### src/design/sce_pkg.sv
// Shared constants, codes and the scan-code translation tables for the
// scan-code line editor. No dependencies; the interfaces and the core import it.
package sce_pkg;

  localparam int LINE_DEPTH = 128;
  localparam int TAB_SPACES = 4;
  localparam int TABLE_SIZE = 59;

  localparam int OP_W      = 2;
  localparam int CODE_W    = 8;
  localparam int ADDR_W    = $clog2(LINE_DEPTH);
  localparam int KIND_W    = 3;
  localparam int CHAR_W    = 8;
  localparam int LEN_W     = ADDR_W + 1;
  localparam int CNT_W     = $clog2(TAB_SPACES + 1);
  localparam int TBL_IDX_W = $clog2(TABLE_SIZE);

  localparam logic [ADDR_W-1:0] FULL_LEVEL = ADDR_W'(LINE_DEPTH - 1);
  localparam logic [LEN_W-1:0]  LEN_FULL   = LEN_W'(LINE_DEPTH);

  typedef enum logic [OP_W-1:0] {
    OP_SCAN    = 2'd0,
    OP_LEN     = 2'd1,
    OP_READ    = 2'd2,
    OP_RELEASE = 2'd3
  } op_t;

  typedef enum logic [KIND_W-1:0] {
    KIND_NONE  = 3'd0,
    KIND_ECHO  = 3'd1,
    KIND_ERASE = 3'd2,
    KIND_CLEAR = 3'd3,
    KIND_READ  = 3'd4
  } kind_t;

  localparam logic [CODE_W-1:0] CODE_CAPS       = 8'h3A;
  localparam logic [CODE_W-1:0] CODE_LSHIFT     = 8'h2A;
  localparam logic [CODE_W-1:0] CODE_RSHIFT     = 8'h36;
  localparam logic [CODE_W-1:0] CODE_LSHIFT_REL = 8'hAA;
  localparam logic [CODE_W-1:0] CODE_RSHIFT_REL = 8'hB6;
  localparam logic [CODE_W-1:0] CODE_CTRL       = 8'h1D;
  localparam logic [CODE_W-1:0] CODE_CTRL_REL   = 8'h9D;
  localparam logic [CODE_W-1:0] CODE_ALT        = 8'h38;
  localparam logic [CODE_W-1:0] CODE_ALT_REL    = 8'hB8;
  localparam logic [CODE_W-1:0] CODE_BKSP       = 8'h0E;
  localparam logic [CODE_W-1:0] CODE_TAB        = 8'h0F;
  localparam logic [CODE_W-1:0] CODE_KEY_L      = 8'h26;
  localparam logic [CODE_W-1:0] CODE_ENTER      = 8'h1C;

  localparam logic [CHAR_W-1:0] CHAR_SPACE   = 8'h20;
  localparam logic [CHAR_W-1:0] CHAR_NEWLINE = 8'h0A;
  localparam logic [CHAR_W-1:0] CHAR_CASE    = 8'h20;

  // Unshifted and shifted key maps; caps lock only flips the case of letters.
  localparam logic [CHAR_W-1:0] PLAIN_MAP [TABLE_SIZE] = '{
    8'h00, 8'h00, 8'h31, 8'h32, 8'h33, 8'h34, 8'h35, 8'h36, 8'h37, 8'h38,
    8'h39, 8'h30, 8'h2D, 8'h3D, 8'h00, 8'h00, 8'h71, 8'h77, 8'h65, 8'h72,
    8'h74, 8'h79, 8'h75, 8'h69, 8'h6F, 8'h70, 8'h5B, 8'h5D, 8'h0A, 8'h00,
    8'h61, 8'h73, 8'h64, 8'h66, 8'h67, 8'h68, 8'h6A, 8'h6B, 8'h6C, 8'h3B,
    8'h27, 8'h60, 8'h00, 8'h5C, 8'h7A, 8'h78, 8'h63, 8'h76, 8'h62, 8'h6E,
    8'h6D, 8'h2C, 8'h2E, 8'h2F, 8'h00, 8'h2A, 8'h00, 8'h20, 8'h00
  };

  localparam logic [CHAR_W-1:0] SHIFT_MAP [TABLE_SIZE] = '{
    8'h00, 8'h00, 8'h21, 8'h40, 8'h23, 8'h24, 8'h25, 8'h5E, 8'h26, 8'h2A,
    8'h28, 8'h29, 8'h5F, 8'h2B, 8'h00, 8'h00, 8'h51, 8'h57, 8'h45, 8'h52,
    8'h54, 8'h59, 8'h55, 8'h49, 8'h4F, 8'h50, 8'h7B, 8'h7D, 8'h0A, 8'h00,
    8'h41, 8'h53, 8'h44, 8'h46, 8'h47, 8'h48, 8'h4A, 8'h4B, 8'h4C, 8'h3A,
    8'h22, 8'h7E, 8'h00, 8'h7C, 8'h5A, 8'h58, 8'h43, 8'h56, 8'h42, 8'h4E,
    8'h4D, 8'h3C, 8'h3E, 8'h3F, 8'h00, 8'h2A, 8'h00, 8'h20, 8'h00
  };

  function automatic logic [CHAR_W-1:0] ascii_of(input logic [TBL_IDX_W-1:0] idx,
                                                 input logic shift,
                                                 input logic caps);
    logic [CHAR_W-1:0] c;
    logic              letter;
    c = '0;
    if (int'(idx) < TABLE_SIZE) begin
      c = shift ? SHIFT_MAP[idx] : PLAIN_MAP[idx];
    end
    letter = ((c >= 8'h41) && (c <= 8'h5A)) || ((c >= 8'h61) && (c <= 8'h7A));
    if (caps && letter) begin
      c = c ^ CHAR_CASE;
    end
    return c;
  endfunction

endpackage

### src/design/sce_if.sv
// Valid/ready channel interfaces for the scan-code line editor: the input
// item channel and the result channel. Depends on sce_pkg for field widths.
interface sce_in_if;
  import sce_pkg::*;
  logic              valid;
  logic              ready;
  logic [OP_W-1:0]   op;
  logic [CODE_W-1:0] scan_byte;
  logic [ADDR_W-1:0] read_pos;

  modport source (output valid, op, scan_byte, read_pos, input ready);
  modport sink   (input valid, op, scan_byte, read_pos, output ready);
endinterface

interface sce_out_if;
  import sce_pkg::*;
  logic              valid;
  logic              ready;
  logic [KIND_W-1:0] kind;
  logic [CHAR_W-1:0] char_out;
  logic              line_ready;
  logic [LEN_W-1:0]  line_length;
  logic              last;

  modport source (output valid, kind, char_out, line_ready, line_length, last, input ready);
  modport sink   (input valid, kind, char_out, line_ready, line_length, last, output ready);
endinterface

### src/design/scan_code_line_editor_core.sv
// Scan-code line editor core: keyboard scan codes in, echo/erase/clear/read
// results out, with the typed line held in a 128 x 8 synchronous memory.
// Depends on sce_pkg and the channel interfaces in sce_if.sv.
//
// Usage: in_ch carries one item per transfer (op, scan_byte, read_pos).
// Every item produces one to four results on out_ch; the final one has last
// set, and all of them carry the line_ready flag and line_length as they
// stand after the item. A tab produces four echo results, every other item
// one. Results pass the job stage and then the result register to out_ch.
// Throughput is one result per cycle while out_ch is ready: a one-result item
// can enter as the last result of the item before it is sent, and a tab holds
// the input until its fourth result is sent. The rate is set by the single
// result register and the single write port of the line memory, which is
// written as echo results leave. A byte read issues its memory read at the
// input transfer; a write to the same entry in that cycle is forwarded. Reset
// clears the modifiers, the fill count and the ready flag; the line memory is
// not cleared and needs no sweep. While out_ch is stalled, results wait in
// the output register and the input stalls once the job stage is full.
module scan_code_line_editor_core (
  input logic     clk,
  input logic     rst_n,
  sce_in_if.sink  in_ch,
  sce_out_if.source out_ch
);
  import sce_pkg::*;

  // Editor state.
  logic              caps_r, caps_nxt;
  logic              shift_r, shift_nxt;
  logic              ctrl_r, ctrl_nxt;
  logic              alt_r, alt_nxt;
  logic              enter_r, enter_nxt;
  logic [ADDR_W-1:0] fill_r, fill_nxt;

  // Decoded item.
  kind_t             d_kind;
  logic [CHAR_W-1:0] d_chr;
  logic [CNT_W-1:0]  d_cnt;
  logic [CNT_W-1:0]  d_wr;
  logic              d_use_rd;
  logic [LEN_W-1:0]  d_len;
  logic [LEN_W-1:0]  cur_len;
  logic [ADDR_W-1:0] room;
  logic [CNT_W-1:0]  tab_stores;
  logic              has_room;

  // Job stage: the item whose results are being sent.
  logic              s_vld_r;
  kind_t             s_kind_r;
  logic [CHAR_W-1:0] s_chr_r;
  logic              s_use_rd_r;
  logic [CNT_W-1:0]  s_cnt_r;
  logic [CNT_W-1:0]  s_wr_left_r;
  logic [ADDR_W-1:0] s_wr_addr_r;
  logic              s_ready_r;
  logic [LEN_W-1:0]  s_len_r;

  // Line memory and its read path.
  logic [CHAR_W-1:0] mem [LINE_DEPTH];
  logic [CHAR_W-1:0] rdata_r;
  logic              fwd_hit_r;
  logic [CHAR_W-1:0] fwd_data_r;
  logic              we;
  logic              re;
  logic [CHAR_W-1:0] emit_chr;

  // Result register.
  logic              out_vld_r;
  kind_t             out_kind_r;
  logic [CHAR_W-1:0] out_chr_r;
  logic              out_ready_flag_r;
  logic [LEN_W-1:0]  out_len_r;
  logic              out_last_r;

  logic              in_fire;
  logic              s_emit;
  logic              s_done;

  assign s_emit      = s_vld_r && (!out_vld_r || out_ch.ready);
  assign s_done      = s_emit && (s_cnt_r == CNT_W'(1));
  assign in_ch.ready = !s_vld_r || s_done;
  assign in_fire     = in_ch.valid && in_ch.ready;

  assign we = s_emit && (s_wr_left_r != '0);
  assign re = in_fire && (op_t'(in_ch.op) == OP_READ);

  always_comb begin
    caps_nxt  = caps_r;
    shift_nxt = shift_r;
    ctrl_nxt  = ctrl_r;
    alt_nxt   = alt_r;
    enter_nxt = enter_r;
    fill_nxt  = fill_r;
    d_kind    = KIND_NONE;
    d_chr     = '0;
    d_cnt     = CNT_W'(1);
    d_wr      = '0;
    d_use_rd  = 1'b0;
    has_room  = (fill_r != FULL_LEVEL);
    room      = FULL_LEVEL - fill_r;
    tab_stores = (room < ADDR_W'(TAB_SPACES)) ? CNT_W'(room) : CNT_W'(TAB_SPACES);
    cur_len   = has_room ? LEN_W'(fill_r) : LEN_FULL;

    unique case (op_t'(in_ch.op))
      OP_SCAN: begin
        unique case (in_ch.scan_byte) inside
          CODE_CAPS:                        caps_nxt  = ~caps_r;
          CODE_LSHIFT, CODE_RSHIFT:         shift_nxt = 1'b1;
          CODE_LSHIFT_REL, CODE_RSHIFT_REL: shift_nxt = 1'b0;
          CODE_CTRL:                        ctrl_nxt  = 1'b1;
          CODE_CTRL_REL:                    ctrl_nxt  = 1'b0;
          CODE_ALT:                         alt_nxt   = 1'b1;
          CODE_ALT_REL:                     alt_nxt   = 1'b0;
          CODE_BKSP: begin
            // A full line keeps its length until it is released.
            if (fill_r != '0) begin
              d_kind = KIND_ERASE;
              if (has_room) begin
                fill_nxt = fill_r - ADDR_W'(1);
              end
            end
          end
          CODE_TAB: begin
            d_kind   = KIND_ECHO;
            d_chr    = CHAR_SPACE;
            d_cnt    = CNT_W'(TAB_SPACES);
            d_wr     = tab_stores;
            fill_nxt = fill_r + ADDR_W'(tab_stores);
          end
          default: begin
            if (!alt_r && (in_ch.scan_byte < CODE_W'(TABLE_SIZE))) begin
              if (ctrl_r) begin
                if (in_ch.scan_byte == CODE_KEY_L) begin
                  d_kind = KIND_CLEAR;
                end
              end else begin
                d_kind = KIND_ECHO;
                d_chr  = ascii_of(in_ch.scan_byte[TBL_IDX_W-1:0], shift_r, caps_r);
                if (has_room) begin
                  d_wr     = CNT_W'(1);
                  fill_nxt = fill_r + ADDR_W'(1);
                end
              end
            end
          end
        endcase
        if (in_ch.scan_byte == CODE_ENTER) begin
          enter_nxt = 1'b1;
        end
      end
      OP_LEN: begin
      end
      OP_READ: begin
        d_kind = KIND_READ;
        if (LEN_W'(in_ch.read_pos) < cur_len) begin
          // The last slot of a full line reads as the appended newline.
          if (!has_room && (in_ch.read_pos == FULL_LEVEL)) begin
            d_chr = CHAR_NEWLINE;
          end else begin
            d_use_rd = 1'b1;
          end
        end
      end
      OP_RELEASE: begin
        fill_nxt  = '0;
        enter_nxt = 1'b0;
      end
    endcase

    d_len = (fill_nxt == FULL_LEVEL) ? LEN_FULL : LEN_W'(fill_nxt);
  end

  always_ff @(posedge clk) begin
    if (!rst_n) begin
      caps_r  <= 1'b0;
      shift_r <= 1'b0;
      ctrl_r  <= 1'b0;
      alt_r   <= 1'b0;
      enter_r <= 1'b0;
      fill_r  <= '0;
    end else if (in_fire) begin
      caps_r  <= caps_nxt;
      shift_r <= shift_nxt;
      ctrl_r  <= ctrl_nxt;
      alt_r   <= alt_nxt;
      enter_r <= enter_nxt;
      fill_r  <= fill_nxt;
    end
  end

  // Job stage: loaded on an input transfer, counts down one result per send.
  always_ff @(posedge clk) begin
    if (!rst_n) begin
      s_vld_r <= 1'b0;
    end else if (in_fire) begin
      s_vld_r <= 1'b1;
    end else if (s_done) begin
      s_vld_r <= 1'b0;
    end
  end

  always_ff @(posedge clk) begin
    if (in_fire) begin
      s_kind_r    <= d_kind;
      s_chr_r     <= d_chr;
      s_use_rd_r  <= d_use_rd;
      s_cnt_r     <= d_cnt;
      s_wr_left_r <= d_wr;
      s_wr_addr_r <= fill_r;
      s_ready_r   <= enter_nxt;
      s_len_r     <= d_len;
    end else if (s_emit) begin
      s_cnt_r <= s_cnt_r - CNT_W'(1);
      if (s_wr_left_r != '0) begin
        s_wr_left_r <= s_wr_left_r - CNT_W'(1);
        s_wr_addr_r <= s_wr_addr_r + ADDR_W'(1);
      end
    end
  end

  always_ff @(posedge clk) begin
    if (we) begin
      mem[s_wr_addr_r] <= s_chr_r;
    end
  end

  always_ff @(posedge clk) begin
    if (re) begin
      rdata_r <= mem[in_ch.read_pos];
    end
  end

  // The previous item's last store can land in the same cycle as this read.
  always_ff @(posedge clk) begin
    if (re) begin
      fwd_hit_r  <= we && (s_wr_addr_r == in_ch.read_pos);
      fwd_data_r <= s_chr_r;
    end
  end

  assign emit_chr = !s_use_rd_r ? s_chr_r : (fwd_hit_r ? fwd_data_r : rdata_r);

  always_ff @(posedge clk) begin
    if (!rst_n) begin
      out_vld_r <= 1'b0;
    end else if (s_emit) begin
      out_vld_r <= 1'b1;
    end else if (out_ch.ready) begin
      out_vld_r <= 1'b0;
    end
  end

  always_ff @(posedge clk) begin
    if (s_emit) begin
      out_kind_r       <= s_kind_r;
      out_chr_r        <= emit_chr;
      out_ready_flag_r <= s_ready_r;
      out_len_r        <= s_len_r;
      out_last_r       <= (s_cnt_r == CNT_W'(1));
    end
  end

  assign out_ch.valid       = out_vld_r;
  assign out_ch.kind        = out_kind_r;
  assign out_ch.char_out    = out_chr_r;
  assign out_ch.line_ready  = out_ready_flag_r;
  assign out_ch.line_length = out_len_r;
  assign out_ch.last        = out_last_r;

`ifndef SYNTHESIS
  // A new item may only enter once the previous one has at most its last store left to make.
  a_no_pending_store: assert property (@(posedge clk) disable iff (!rst_n)
    (in_fire && s_vld_r) |-> (s_wr_left_r <= CNT_W'(1)))
    else $error("item accepted while the job stage still had stores pending");

  a_stores_within_results: assert property (@(posedge clk) disable iff (!rst_n)
    s_vld_r |-> ((s_cnt_r != '0) && (s_wr_left_r <= s_cnt_r)))
    else $error("job stage store count exceeds its remaining results");

  a_read_single: assert property (@(posedge clk) disable iff (!rst_n)
    (out_vld_r && (out_kind_r == KIND_READ)) |-> out_last_r)
    else $error("byte read result not marked as last");

  a_last_frees_stage: assert property (@(posedge clk) disable iff (!rst_n)
    (s_done && !in_fire) |=> !s_vld_r)
    else $error("job stage still busy after its last result was sent");
`endif

endmodule

### src/flat_wrapper.sv
// flat-port wrapper written by rule: the top's interface ports become plain ports
module scan_code_line_editor_core_flat import sce_pkg::*;
  (clk, rst_n, in_ch_valid, in_ch_op, in_ch_scan_byte, in_ch_read_pos, in_ch_ready, out_ch_valid, out_ch_kind, out_ch_char_out, out_ch_line_ready, out_ch_line_length, out_ch_last, out_ch_ready);
  sce_in_if in_ch_i ();
  sce_out_if out_ch_i ();
  input logic clk;
  input logic rst_n;
  input wire logic [$bits(in_ch_i.valid)-1:0] in_ch_valid;
  input wire logic [$bits(in_ch_i.op)-1:0] in_ch_op;
  input wire logic [$bits(in_ch_i.scan_byte)-1:0] in_ch_scan_byte;
  input wire logic [$bits(in_ch_i.read_pos)-1:0] in_ch_read_pos;
  output wire logic [$bits(in_ch_i.ready)-1:0] in_ch_ready;
  output wire logic [$bits(out_ch_i.valid)-1:0] out_ch_valid;
  output wire logic [$bits(out_ch_i.kind)-1:0] out_ch_kind;
  output wire logic [$bits(out_ch_i.char_out)-1:0] out_ch_char_out;
  output wire logic [$bits(out_ch_i.line_ready)-1:0] out_ch_line_ready;
  output wire logic [$bits(out_ch_i.line_length)-1:0] out_ch_line_length;
  output wire logic [$bits(out_ch_i.last)-1:0] out_ch_last;
  input wire logic [$bits(out_ch_i.ready)-1:0] out_ch_ready;
  assign in_ch_i.valid = in_ch_valid;
  assign in_ch_i.op = in_ch_op;
  assign in_ch_i.scan_byte = in_ch_scan_byte;
  assign in_ch_i.read_pos = in_ch_read_pos;
  assign in_ch_ready = in_ch_i.ready;
  assign out_ch_valid = out_ch_i.valid;
  assign out_ch_kind = out_ch_i.kind;
  assign out_ch_char_out = out_ch_i.char_out;
  assign out_ch_line_ready = out_ch_i.line_ready;
  assign out_ch_line_length = out_ch_i.line_length;
  assign out_ch_last = out_ch_i.last;
  assign out_ch_i.ready = out_ch_ready;
  scan_code_line_editor_core u_core (.clk(clk), .rst_n(rst_n), .in_ch(in_ch_i), .out_ch(out_ch_i));
endmodule
### config.mk
export PLATFORM = sky130hd
export DESIGN_NAME = scan_code_line_editor_core_flat
export DESIGN_NICKNAME = d
export VERILOG_FILES = /design/src/design/sce_pkg.sv /design/src/design/sce_if.sv /design/src/design/scan_code_line_editor_core.sv /design/src/flat_wrapper.sv
export SDC_FILE = /design/constraint.sdc
export NUM_CORES = 1
export LEC_CHECK = 0
export ABC_CLOCK_PERIOD_IN_PS = 3240
export BUFFER_PORTS_ARGS = -buffer_cell sky130_fd_sc_hd__buf_2
export CORE_ASPECT_RATIO = 0.75
export CORE_MARGIN = 2
export CORE_UTILIZATION = 30
export CTS_BUF_LIST = sky130_fd_sc_hd__clkbuf_4 sky130_fd_sc_hd__clkbuf_8 sky130_fd_sc_hd__clkbuf_16
export CTS_CLUSTER_SIZE = 16
export DETAILED_ROUTE_END_ITERATION = 8
export PLACE_DENSITY_LB_ADDON = 0.08
export SLEW_MARGIN = 15
export SYNTH_ARGS = -nofsm -noshare
export SYNTH_HDL_FRONTEND = slang
export SYNTH_SLANG_ARGS = --single-unit
### constraint.sdc
create_clock -name clk -period 3.24 [get_ports clk]
set_clock_uncertainty 0.15 [all_clocks]
set_input_delay 0 -clock clk [delete_from_list [all_inputs] [get_ports clk]]
set_output_delay 0 -clock clk [all_outputs]
set_load 0.02 [all_outputs]
# Word-level counts from Yosys, hierarchy flattened
# Memories as Yosys holds them, arrays and structs flattened. A register that Yosys moved wholly into a read port is not among the register bits.
# Cells that the tools add are included.
# op_classes
n_addsub	7
reduce_logical	39
order_cmp	9
muxes	62
n_eq_ne	20
bitwise	3
# op_table
cell	n
2-to-1 mux 8 bit	17
2-to-1 mux 7 bit	8
== test 8 x 6 -> 1 bit, second input constant	5
2-to-1 mux 3 bit	12
== test 8 bit, second input constant	4
one-hot mux 8 bit (2 select lines)	2
one-hot mux 7 bit (3 select lines)	1
== test 8 x 4 -> 1 bit, second input constant	2
== test 8 x 5 -> 1 bit, second input constant	2
>= comparator 8 x 7 -> 1 bit, second input constant	2
less-or-equal comparator 8 x 7 -> 1 bit, second input constant	2
adder 7 x 1 -> 7 bit, second input constant	2
== test 7 bit, second input constant	2
one-hot mux 7 bit (2 select lines)	1
nonzero test 2 bit	7
one-hot mux 3 bit (2 select lines)	2
AND reduction 3 bit	4
logical AND 1 bit	11
OR reduction 11 bit	1
OR reduction 10 bit	1
2-to-1 mux 1 bit	9
one-hot mux 3 bit (3 select lines)	1
OR reduction 9 bit	1
less-than comparator 7 x 8 -> 1 bit	1
other kinds (25)	40
# word_totals
mem_bits_rw	1024
mem_bits_ro	1024
memories	3
output_inout_bits	23
reg_bits	78
wordCells	167
# mem_list
memory	words	word_bits	rd	rd_clocked_by_memory_dff	write_ports	line	text
u_core.mem	128	8	1	1	1	scan_code_line_editor_core.sv:59	logic [CHAR_W-1:0] mem [LINE_DEPTH];
(name not given)	64	8	1	0	0	sce_pkg.sv:80	c = shift ? SHIFT_MAP[idx] : PLAIN_MAP[idx];
(name not given)	64	8	1	0	0	sce_pkg.sv:80	

# Longest topological paths before layout
# Gate-level depths: netlist of the first run.
# logic_depth
word_depth	19
ltp_mapped	13
depth_no_buf	12

# Worst setup path before layout of the first run
# No wires, ideal clock.
# synth_path
path_type	input port to flip-flop
start	input port in_ch_scan_byte[1]
end	register u_core.s_len_r[2], data pin
n_path_buf	2
setup_time_ns	0.255
arrival_ns	2.582
setup_slack_ns	0.254
cell_stages	12
path_cell_list	clkbuf_1 -> inv_1 -> ha_1 -> nor2b_1 -> and3b_1 -> or4_1 -> buf_2 -> nor4_4 -> a221oi_2 -> a2111oi_4 -> nand4_2 -> and2_1
# synth_via
elab_chain_len	6
word_cells_on_any_way	18
# synth_lines
element	line	text
from (decl)	flat_wrapper.sv:10	input wire logic [$bits(in_ch_i.scan_byte)-1:0] in_ch_scan_byte;
less-than comparator 8 x 6 -> 1 bit	scan_code_line_editor_core.sv:131	if (!alt_r && (in_ch.scan_byte < CODE_W'(TABLE_SIZE))) begin
logical AND 1 bit	scan_code_line_editor_core.sv:131	
2-to-1 mux 7 bit	scan_code_line_editor_core.sv:131	
one-hot mux 7 bit (3 select lines) *	scan_code_line_editor_core.sv:106	unique case (in_ch.scan_byte) inside
one-hot mux 7 bit (2 select lines) *	scan_code_line_editor_core.sv:104	unique case (op_t'(in_ch.op))
== test 7 bit	scan_code_line_editor_core.sv:170	d_len = (fill_nxt == FULL_LEVEL) ? LEN_FULL : LEN_W'(fill_nxt);
to (signal assigned)	scan_code_line_editor_core.sv:211	s_len_r <= d_len;
to (decl)	scan_code_line_editor_core.sv:56	logic [LEN_W-1:0] s_len_r;
# Every way passes the cells marked *; elsewhere a longest branch is shown, timed or not.
# A chain may end at the register's enable or synchronous reset.

# Final worst setup path of the first run
# layout_path
start	input port in_ch_scan_byte[6]
end	register u_core.s_len_r[2], data pin
# The elaborated chain is that of the path after synthesis.

==> run summary, run 1 <==
Initial Util: 30.21%
Sinks on the clock net: 978
Pwr dens: 593.7 mW/mm^2
Final setup viols: 0
F_max: 324.3 MHz
TritonCTS buffer count: 104
CP peak stage delay: 620 ps
Clock transition at path regs: 60 ps
Arr. time, crit path: 3400 ps
Die Span X: 427.0 um
Worst hold path stage count: 5
Post-DRT Antenna Nets: 0
Clk_lat worst skew: 710 ps
Vias in the first global route: 21780
Most frequent CP cell: dlygate4sd3_1
Status: completed
Via density: 4.966
Initial DRC Count: 1823
FF-to-FF Start: u_core.fill_r[0]
CTS tree: done
CP Depth: 11
Synthesized area per cell: 19.61 um^2
Most area-consuming cells after synthesis: edfxtp_1, mux4_2, nor2_1
Row count: 116
Bufs on Longest Clock Path: 3
Core box area: 0.1332 mm^2
Reg2reg end: u_core.s_len_r[2]
Layout area overhead: 20.45%
Post-Layout Cell Count: 4242
Buffers & Inverters on Critical Path: 3
Fillers: 12310
Hold Vio Cnt, Final: 0
# port buffers: 42
Drt pass-1 iters: 7
Post-synthesis async set-or-reset flop share: 0%
Worst Min Path Start: in_ch_scan_byte[2]
Min cycle time layout: 3084 ps
Final wirelength: 113500 um
Setup crit end kind: register
Fin crit share: 95.18%
Layout cells sized above 1: 33.31%
Gr usage total: 16.67%
Total power of the final layout: 28.78 mW
Crit-path max FO: 8
Number of H-tree levels: 3
Post-synthesis sequential area ratio: 72.62%
Leakage: 15.81 nW
Yosys reg bits: 978
Antenna violations before repair: 12
Critical-path top delay cell: or4_4
CP startpoint kind: input port
Hpwl dp: 73490 um
DRC: 0
Die area: 0.1371 mm^2
R2R cell count: 11
Post-synth EDFFs: 964
IO Pins: 44
Ys Warns: 0
Main synth FF type: edfxtp_1
Data required, critical path: 3560 ps
RD Place Congestion: 0.8584
Reg2Reg Setup Slack: 180 ps
Max Cap Violations: 0
Synth area leader: edfxtp_1
Setup CP Type: input port to register
Largest net degree at the start of global routing: 131
Via Count: 21070
Global-route wire length before repair: 162600 um
Synth Cell Area: 0.04025 mm^2
Worst vdd ir: 329.8 uV
Worst slew margin: 33.73%
Top-area cell type share of the netlist area: 71.92%
Root Driver: clkbuf_16
WHS Endpoint: u_core.s_kind_r[1]
Global route overflow: 0
Synth Instances: 2052
Cell-by-cell trace of the critical path: dlygate4sd3_1 > buf_2 > nor2b_1 > dlygate4sd3_1 > o211a_1 > or4_4 > nor3_1 > o21ai_0 > a211oi_1 > nand4_2 > and2_1
Setup TNS: 0 ps
Slew Viols, Final: 0
Hold Crit Class: input port to register
Synth cell types: 75
Final nets: 2437
Worst-margin pin slew: 993.0 ps
Die height: 321.2 um
Routed len/inst: 26.76 um
Delay-heaviest family, CP: simple AND/OR/NAND/NOR gates
Placed cells: 4022
## state kept, by name (all words and copies together) (netlist names), 3 cells and up
name / cells
u_core.s_cnt_r: 3
u_core.fwd_data_r: 7
u_core.s_kind_r: 3
u_core.out_ch.kind: 3
u_core.fill_r: 7
u_core.out_ch.char_out: 7
u_core.rdata_r: 7
u_core.mem: 896
u_core.s_len_r: 8
u_core.s_wr_left_r: 3
u_core.s_wr_addr_r: 7
u_core.s_chr_r: 7
u_core.out_ch.line_length: 8
## worst reg2reg max path, delay by kind of cell (launching register included)
family                   cells  cell delay [ps]
buffers and inverters        2              230
AND/OR/NAND/NOR              5             1090
adder cells (fa/ha/maj)      1              210
flip-flops                   1              400
AO/OA/AOI/OAI                3              720
## routing by layer
metal	GRT usage, %	vias to the layer above	part of all wire (%)
met5	0	-	0
met1	25.65	11260	49
li1	-	9130	-
met4	4.053	0	2.3
met3	3.447	157	5.1
met2	23.89	524	43
## layout make-up
type / instances / area [um^2] / share of cell area (%)
Antenna cell: 1 / 2.502 / 0.005162
Inverter: 29 / 108.9 / 0.2245
Timing Repair Buffer: 354 / 3038 / 6.266
Sequential cell: 978 / 29230 / 60.29
Clock inverter: 58 / 616.8 / 1.272
Tap cell: 1770 / 2215 / 4.568
Multi-Input combinational cell: 920 / 10440 / 21.53
Clock buffer: 132 / 2836 / 5.851
## placed cells by master, fill, tap and decap left out, types with 30 or more instances in the layout
master and n:
buf_4 254, a21oi_1 36, nor2_1 174, buf_12 31, clkbuf_16 105, edfxtp_1 964
mux4_2 296, buf_2 38, nand3_1 30, nand2_1 74
## worst max-delay path by stage
| stage | to | slack [ps] | start |
|---|---|---|---|
| after floorplan | u_core.s_len_r[2] | 250 | in_ch_scan_byte[1] |
| after global placement | u_core.s_len_r[2] | 100 | in_ch_scan_byte[0] |
| after detailed placement | u_core.s_len_r[2] | -40 | in_ch_scan_byte[0] |
| after CTS | u_core.rdata_r[0] | 30 | u_core.mem[107][0] |
| after global routing | u_core.s_len_r[2] | -30 | in_ch_scan_byte[6] |
| final | u_core.s_len_r[2] | 160 | in_ch_scan_byte[6] |
## power breakdown
part / internal [mW] / switching [mW] / total (mW)
combinational: 0.894 / 1.47 / 2.36
sequential: 14.2 / 0.133 / 14.3
clock: 7.20 / 4.93 / 12.1
## synth_stat cells, types with 4 or more instances
library cell,number
a211oi_1,5
a21boi_0,8
a21o_1,6
a21oi_1,36
a31o_2,4
a31oi_1,13
and2_1,9
and3_1,7
and3b_1,5
buf_1,32
buf_2,15
buf_4,6
clkbuf_1,73
clkinv_1,5
dfxtp_1,14
edfxtp_1,964
ha_1,29
inv_1,24
mux2_2,9
mux2i_1,14
mux4_2,296
nand2_1,74
nand2b_1,6
nand3_1,33
nand4_1,10
nor2_1,174
nor2b_1,26
nor3_1,18
o2111ai_1,5
o211a_1,9
o211ai_1,4
o21a_1,4
o21ai_0,30
o22ai_1,5
o31ai_1,6
or4_1,6
xnor2_1,11
## through the flow
step | util (%) | hold slack, ps | setup slack, ps | instance area (um^2)
after CTS | 36.38 | 13.66 | 31.56 | 48470
after global placement | 33.56 | 109.7 | 96.16 | 44720
after floorplan | - | -11.16 | 253.7 | 40250
after detailed placement | 33.56 | 115.2 | -39.59 | 44720
after global routing | 36.39 | 99.79 | -28.82 | 48480
final | 36.39 | 100.3 | 156.1 | 48480
## timing repair
action | 4_1_cts | 5_1_grt
hold buffers | 30 | 0
buffers inserted | 0 | 0
hold endpoints to repair | 56 | 0
gates resized for setup | 0 | 5
endpoints found under the setup margin | 0 | 8
## logic make-up after synthesis
kind of cell | synth area share [%]
AOI/OAI and AO/OA | 2.916
xor gates and xnor gates | 0.3046
DFF | 72.62
adders and majority gates | 0.9264
other | 0.009317
buffers and inverters | 1.548
and+or+nand+nor | 4.517
muxes | 17.16
(Power assumes the default switching activity.)
==> run 2, diff against run 1 <==
Settings changed: CORE_UTILIZATION 30 to 33.
==> run 2 against run 1 <==
  * Die area is 9.0% lower
  * First-iteration DRC count is 14% higher
  * Core utilization is 3.4 points higher
  * Final area is 1.1% lower
  * Critical path type unchanged
  * Critical endpoint is now u_core.s_len_r[4]
  * Largest cell class unchanged
==> run summary, run 2 (synthesized netlist as in run 1, its figures left out) <==
Most common cell after layout, fill and taps aside: edfxtp_1
Min cycle time layout: 3075 ps
FF-to-FF Start: u_core.fill_r[0]
Pwr dens: 586.8 mW/mm^2
Post-DRT Antenna Nets: 0
Via density: 5.229
Setup CP Type: input port to register
DRC: 0
Hpwl dp: 71750 um
RD Place Congestion: 0.9164
Hold Crit Class: input port to register
Buffers & Inverters on Critical Path: 3
Initial Util: 33.38%
CP startpoint kind: input port
Placed cells: 3856
Worst-margin pin slew: 998.9 ps
Hold Vio Cnt, Final: 0
Fin crit share: 94.91%
Die height: 306.5 um
Max Cap Violations: 0
Sinks on the clock net: 978
Root Driver: clkbuf_16
Fillers: 10890
Global routing's busiest layer: met1
Core box area: 0.1206 mm^2
Reg2reg end: u_core.s_len_r[4]
Largest register FFs: 896
Critical-path top delay cell: or4_4
Met3 Use GR: 4.233%
Layout area overhead: 19.07%
Clk_lat worst skew: 710 ps
IO Pins: 44
Setup crit end kind: register
CTS tree: done
Row count: 110
Bufs on Longest Clock Path: 3
TritonCTS buffer count: 100
Post-Layout Cell Count: 4073
Worst vdd ir: 455.7 uV
Data required, critical path: 3550 ps
R2R cell count: 11
CP peak stage delay: 630 ps
Arr. time, crit path: 3380 ps
CP Depth: 11
Most frequent CP cell: dlygate4sd3_1
Final nets: 2414
Largest net degree at the start of global routing: 131
Die area: 0.1248 mm^2
Status: completed
Vias in the first global route: 21370
Most frequent cells in the layout: edfxtp_1, mux4_2, buf_4
Largest reg by FF count: u_core.mem
Drt pass-1 iters: 5
Met1 Track Usage GR: 27.58%
Reg2Reg Setup Slack: 210 ps
Critical path endpoint: u_core.s_len_r[4]
Number of H-tree levels: 3
Setup crit start: in_ch_scan_byte[3]
FF/Latch Area: 0.02923 mm^2
Final setup viols: 0
GR Util met2: 25.47%
Worst slew margin: 33.34%
Clock transition at path regs: 60 ps
Routed len/inst: 27.46 um
Multi-input logic area: 0.01045 mm^2
Delay-heaviest family, CP: simple AND/OR/NAND/NOR gates
Hold WS: 96.26 ps
Setup TNS: 0 ps
Global-route wire length before repair: 160500 um
Slew Viols, Final: 0
Final wirelength: 111800 um
Die Span X: 407.3 um
Initial DRC Count: 2083
Gr usage total: 17.89%
Global route overflow: 0
Crit-path max FO: 8
Antenna violations before repair: 12
Layout cells sized above 1: 32.43%
Via Count: 21300
# port buffers: 42
F_max: 325.2 MHz
Cell-by-cell trace of the critical path: dlygate4sd3_1 > buf_2 > nor3b_1 > dlygate4sd3_1 > o211a_1 > or4_4 > nor4_4 > a221oi_2 > a2111oi_4 > nand4_4 > and2_1
Leakage: 15.60 nW
[run 2: worst min-delay path by stage]
stage / start / end / slack (ps) / cells past startpoint
floorplan: in_ch_valid / u_core.s_vld_r / -10 / 2
global placement: in_ch_valid / u_core.s_vld_r / 110 / 3
detailed placement: in_ch_valid / u_core.s_vld_r / 130 / 3
CTS: in_ch_scan_byte[4] / u_core.ctrl_r / 4 / 6
global route: rst_n / u_core.fill_r[1] / 90 / 3
finish: rst_n / u_core.fill_r[0] / 100 / 3
[run 2: through the flow]
stage / util, % / setup slack (ps) / cell area [um^2] / total power, mW
after floorplan: - / 253.7 / 40250 / 15.80
after detailed placement: 36.74 / 90.19 / 44290 / 16.87
after CTS: 39.71 / 6.050 / 47880 / 28.49
after global routing: 39.75 / -0.3042 / 47920 / 29.11
after global placement: 36.74 / 117.8 / 44290 / 16.84
final: 39.75 / 164.8 / 47930 / 28.12
[run 2: repair_timing]
| action | CTS | global route |
|---|---|---|
| hold buffers | 30 | 0 |
| hold endpoints to repair | 62 | 0 |
| gates resized for setup | 0 | 10 |
| setup buffers | 0 | 1 |
| endpoints found under the setup margin | 0 | 11 |
[run 2: routing by layer]
metal / up-vias / share of wire (%) / wire length [um]
met5: - / 0 / 0
met2: 677 / 43 / 48260
li1: 9081 / - / -
met4: 0 / 2.0 / 2229
met1: 11400 / 48 / 53650
met3: 135 / 6.9 / 7696
[run 2: cell type report]
class                   count  area share, %
inverters                  29         0.2297
clock buffers             119          5.657
diodes                      1       0.005221
multi-input cells         920          21.80
flip-flops and latches    978          60.98
repair buffers            335          5.884
clock inverters            67          1.198
well taps                1624          4.240
[run 2: tightest hold or removal path, delay by kind of cell]
family          cells  cell delay (ps)
compound gates      1              150
buf+inv             2              760
[run 2: power breakdown]
| group | switching (mW) | leakage [nW] | internal (mW) |
|---|---|---|---|
| Combinational | 1.47 | 5.09 | 0.857 |
| Sequential | 0.116 | 8.88 | 14.2 |
| Clock | 4.97 | 1.63 | 6.55 |
| Total | 6.56 | 15.6 | 21.6 |
